===== config.mk =====
export PLATFORM = sky130hd
export DESIGN_NAME = gblur3_result_queue
export DESIGN_NICKNAME = d
export VERILOG_FILES = /design/src/gaussian_blur_3x3_unit_macros.svh /design/src/gblur3_pkg.sv /design/src/gblur3_result_queue.sv
export SDC_FILE = /design/constraint.sdc
export NUM_CORES = 1
export LEC_CHECK = 0
export ABC_AREA = 1
export BUFFER_PORTS_ARGS = -buffer_cell sky130_fd_sc_hd__buf_2
export CAP_MARGIN = 10
export CORE_MARGIN = 2
export CORE_UTILIZATION = 35
export CTS_CLUSTER_DIAMETER = 200
export CTS_CLUSTER_SIZE = 10
export DETAILED_ROUTE_END_ITERATION = 8
export SLEW_MARGIN = 20
export SYNTH_ARGS = -nofsm -noshare
export SYNTH_HDL_FRONTEND = slang
export SYNTH_SLANG_ARGS = --single-unit

===== constraint.sdc =====
create_clock -name clock -period 3.5 [get_ports clock]
set_clock_uncertainty 0.1 [all_clocks]
set_input_delay 0.7 -clock clock [delete_from_list [all_inputs] [get_ports clock]]
set_output_delay 0.7 -clock clock [all_outputs]
set_load 0.01 [all_outputs]

===== src/gaussian_blur_3x3_unit_macros.svh =====
// assertion helpers for the blur unit
`ifndef GAUSSIAN_BLUR_3X3_UNIT_MACROS_SVH
`define GAUSSIAN_BLUR_3X3_UNIT_MACROS_SVH

// same-cycle implication
`define GB_ASSERT_NOW(label, clk, rst, cond, expr, msg) \
   label: assert property (@(posedge clk) disable iff (rst) (cond) |-> (expr)) \
      else $error(msg);

// next-cycle implication
`define GB_ASSERT_NEXT(label, clk, rst, cond, expr, msg) \
   label: assert property (@(posedge clk) disable iff (rst) (cond) |=> (expr)) \
      else $error(msg);

`endif


===== src/gblur3_pkg.sv =====
// ----------------------------------------------------------------------------
// gblur3_pkg
// Shared types and constants of the 3x3 gaussian blur unit.
// ----------------------------------------------------------------------------
package gblur3_pkg;

   localparam int PIXEL_BITS  = 8;
   localparam int ROW_BITS    = 16;
   localparam int OUT_COL_BITS = 10;
   localparam int CFG_WIDTH_BITS  = 11;
   localparam int CFG_HEIGHT_BITS = 16;
   localparam int CSR_INDEX_BITS  = 2;
   localparam int CSR_DATA_BITS   = 16;

   localparam logic [CSR_INDEX_BITS-1:0] CSR_IMAGE_WIDTH  = 2'd0;
   localparam logic [CSR_INDEX_BITS-1:0] CSR_IMAGE_HEIGHT = 2'd1;

   // result queue sizing, room for two requests worth of results plus slack
   localparam int QUEUE_DEPTH      = 8;
   localparam int QUEUE_PTR_BITS   = 3;
   localparam int QUEUE_LEVEL_BITS = 4;
   localparam int MAX_RESULTS      = 3;

   typedef struct packed {
      logic [PIXEL_BITS-1:0]   pixel;
      logic [ROW_BITS-1:0]     row;
      logic [OUT_COL_BITS-1:0] col;
      logic                    border;
      logic                    last;
   } gblur3_result_type;

   typedef struct packed {
      logic [1:0]                              count;
      gblur3_result_type [MAX_RESULTS-1:0]     entry;
   } gblur3_push_type;

endpackage


===== src/gblur3_result_queue.sv =====
// ----------------------------------------------------------------------------
// gblur3_result_queue
// Small result queue taking up to three results per cycle, giving one.
// ----------------------------------------------------------------------------
module gblur3_result_queue
   import gblur3_pkg::*;
(
   input  logic                        clock,
   input  logic                        reset,
   input  gblur3_push_type             push,
   input  logic                        pop,
   output logic                        head_valid,
   output gblur3_result_type           head,
   output logic [QUEUE_LEVEL_BITS-1:0] level
);

   gblur3_result_type           mem_ff [QUEUE_DEPTH];
   logic [QUEUE_PTR_BITS-1:0]   wr_ptr_ff, wr_ptr_in;
   logic [QUEUE_PTR_BITS-1:0]   rd_ptr_ff, rd_ptr_in;
   logic [QUEUE_LEVEL_BITS-1:0] level_ff, level_in;

   always_comb begin
      wr_ptr_in = wr_ptr_ff + QUEUE_PTR_BITS'(push.count);
      rd_ptr_in = rd_ptr_ff + QUEUE_PTR_BITS'(pop);
      level_in  = level_ff + QUEUE_LEVEL_BITS'(push.count) - QUEUE_LEVEL_BITS'(pop);
   end

   always_ff @(posedge clock) begin
      if (reset) begin
         wr_ptr_ff <= '0;
         rd_ptr_ff <= '0;
         level_ff  <= '0;
      end else begin
         wr_ptr_ff <= wr_ptr_in;
         rd_ptr_ff <= rd_ptr_in;
         level_ff  <= level_in;
      end
   end

   always_ff @(posedge clock) begin
      for (int i = 0; i < MAX_RESULTS; i++) begin
         if (2'(i) < push.count) begin
            mem_ff[wr_ptr_ff + QUEUE_PTR_BITS'(i)] <= push.entry[i];
         end
      end
   end

   assign head_valid = (level_ff != '0);
   assign head       = mem_ff[rd_ptr_ff];
   assign level      = level_ff;

endmodule


==> impl_metrics.tcl <==
set metrics [dict create \
    required_ns 2.70 \
    fin_nets 2853 \
    ctsHoldBuffers 0 \
    synth_nets 2856 \
    fin_crit_sh 0.947 \
    finalHoldViolCount 0 \
    viasPerCell 5.95 \
    drtPass1Iterations 8 \
    grt_pass1_wl_mm 122 \
    max_slew_margin 0.372 \
    die_height_um 242 \
    globalRouteOverflowTotal 0 \
    ant_nets 0 \
    hold_class "primary input to flip-flop" \
    coreArea_sq_mm 0.0563 \
    numCtsBuffers 35 \
    vdd_drop_max_mv 0.386 \
    track_usage 0.268 \
    cts_tree "yes" \
    endpoint_kind "primary output" \
    slew_violations 0 \
    crit_arrival_ns 2.51 \
    syn2layout_area_growth_pct 11.4 \
    p_leak_nw 9.55 \
    design_area_sq_mm 0.0221 \
    die_x_um 242 \
    slowest_stage "dfxtp_4" \
    via_count 20800 \
    rows 87 \
    period_minus_slack_ns 3.31 \
    setup_violations 0 \
    grt_start_max_net_pins 117 \
    drv_cap 0 \
    start_util 0.353 \
    ys_warn_count 0 \
    clk_path_buf_depth 3 \
    synth_cell_types 30 \
    synthCells 2731 \
    powerDensity_mw_per_mm2 516 \
    drt-initial-drc-count 2757 \
    path_clk_slew_ns 0.06 \
    io_pins 154 \
    rsz0062_at_grt "no" \
    cts_setup_buffers 0 \
    place_congestion 0.850 \
    io_buffers 153 \
    worstPathCellList "buf_4, nor2_1, nor2_1, o21ai_0, o21ai_1, nand2_1, nand2_1, buf_2" \
    wl_per_cell_um 23.1 \
    ys_top_cells_by_area "edfxtp_1 (44%), nand2_1 (19%), nand4_1 (9.2%)" \
    first_global_vias 20200 \
    dieArea_sq_mm 0.0587 \
    synth_top_area_share 0.436 \
    worstSetupStartpointType "flip-flop" \
    antenna_found_initial 3 \
    critPathKind "flip-flop to primary output" \
    ys_seq_area_frac 0.446 \
    cp_max_fo 39 \
    tns_ns 0 \
    cp_slowest_stage_delay_ns 0.66 \
    drive_gt1_frac 0.115 \
    tightest_slew_ns 0.940 \
    reg2reg_slack_ns 0.67 \
    final_common_cell "nand2_1" \
    synth-seq-cells 298 \
    cts-resized-gates 0 \
    yosys.area.top_type "edfxtp_1" \
    clkLatencyLatePin_ns 0.55 \
    placed_area_sq_mm 0.0212 \
    clockRootBuffer "clkbuf_16" \
    route.detailed.drc 0 \
    outcome "completed" \
    cts.sinks 298 \
    fmax_ghz 0.302 \
    synthesis.area_sq_mm 0.0199 \
    htree_levels 2 \
    dp_hpwl_mm 46.7 \
    totalWireLength_mm 80.6 \
    layout_common_cells "nand2_1 (984), nand4_1 (292), nand3_1 (292), edfxtp_1 (288), nor2_1 (226)" \
    syn_area_per_cell_sq_um 7.27 \
]
## stage by stage
step	cells	utilization	total power, mW	worst slack [ns]	hold slack (ns)
2_1_floorplan	2731	-	6.81	0.518	0.437
3_3_place_gp	3447	0.376	7.94	0.761	0.559
3_5_place_dp	3447	0.376	8.04	0.669	0.565
4_1_cts	3490	0.393	11.4	0.219	0.328
5_1_grt	3490	0.393	11.9	0.0613	0.368
6_report	3492	0.393	11.4	0.187	0.349
## path summary, 6_finish.rpt
check,depth (start not counted),from,end
worst min register to register,4,level[3]$_SDFF_PP0_,level[3]$_SDFF_PP0_
worst max-delay path,8,rd_ptr_ff[0]$_SDFF_PP0_,head[2]
worst max register to register,6,wr_ptr_ff[1]$_SDFF_PP0_,mem_ff[5][21]$_DFFE_PP_
worst min-delay path,2,reset,level[1]$_SDFF_PP0_
## flip-flops by register name, summed over array words and instances (netlist names)
signal / flops
mem_ff: 288
rd_ptr_ff: 3
level: 4
wr_ptr_ff: 3
## worst max-delay path: cells and delay by family, from the launching register on
family	cells	cell delay (ns)
buffers and inverters	2	0.67
AO/OA/AOI/OAI	2	0.21
AND/OR/NAND/NOR	4	0.40
flip-flops	1	0.66
## layer usage
| metal | GRT usage | vias up | share of wire |
|---|---|---|---|
| met4 | 0.132 | 2 | 0.043 |
| li1 | - | 9281 | - |
| met5 | 0 | - | 0.00016 |
| met1 | 0.363 | 9777 | 0.40 |
| met3 | 0.0487 | 263 | 0.11 |
| met2 | 0.411 | 1440 | 0.45 |
## layout make-up
cell class | instances | area, sq um
fillers | 5774 | 34200
multi-input cells | 2058 | 9440
flip-flops and latches | 298 | 8860
repair buffers | 231 | 1530
well taps | 756 | 946
clock buffers | 42 | 945
inverters | 104 | 400
diodes | 2 | 5.00
clock inverters | 1 | 3.75
## synth_stat cells
cell type / n
nand3_4: 5
nand2_1: 988
inv_2: 13
xor2_1: 1
nand3_2: 3
o21ai_1: 49
inv_1: 88
ha_1: 10
buf_1: 29
buf_4: 10
nor3_1: 3
nor3_2: 1
or2_2: 1
buf_6: 4
nor2_4: 1
clkbuf_1: 91
nand4_1: 292
o21ai_0: 167
nor2_1: 226
dfxtp_1: 10
fa_1: 2
edfxtp_1: 288
nand2_2: 2
inv_4: 1
nand3b_1: 1
nand3_1: 302
xnor2_1: 2
clkinv_1: 2
a21oi_1: 2
buf_2: 137
## report_power, final
part	internal [mW]	switching [mW]
Combinational	0.883	2.48
Clock	1.88	1.50
Sequential	4.53	0.141
## kinds of logic after synthesis
group | Yosys count | synth area share
simple gates | 1825 | 0.407
buf+inv | 375 | 0.0831
flops | 298 | 0.446
compound gates | 218 | 0.0550
fa+ha+maj | 12 | 0.00832
xor+xnor | 3 | 0.00132
(Power assumes the default switching activity.)
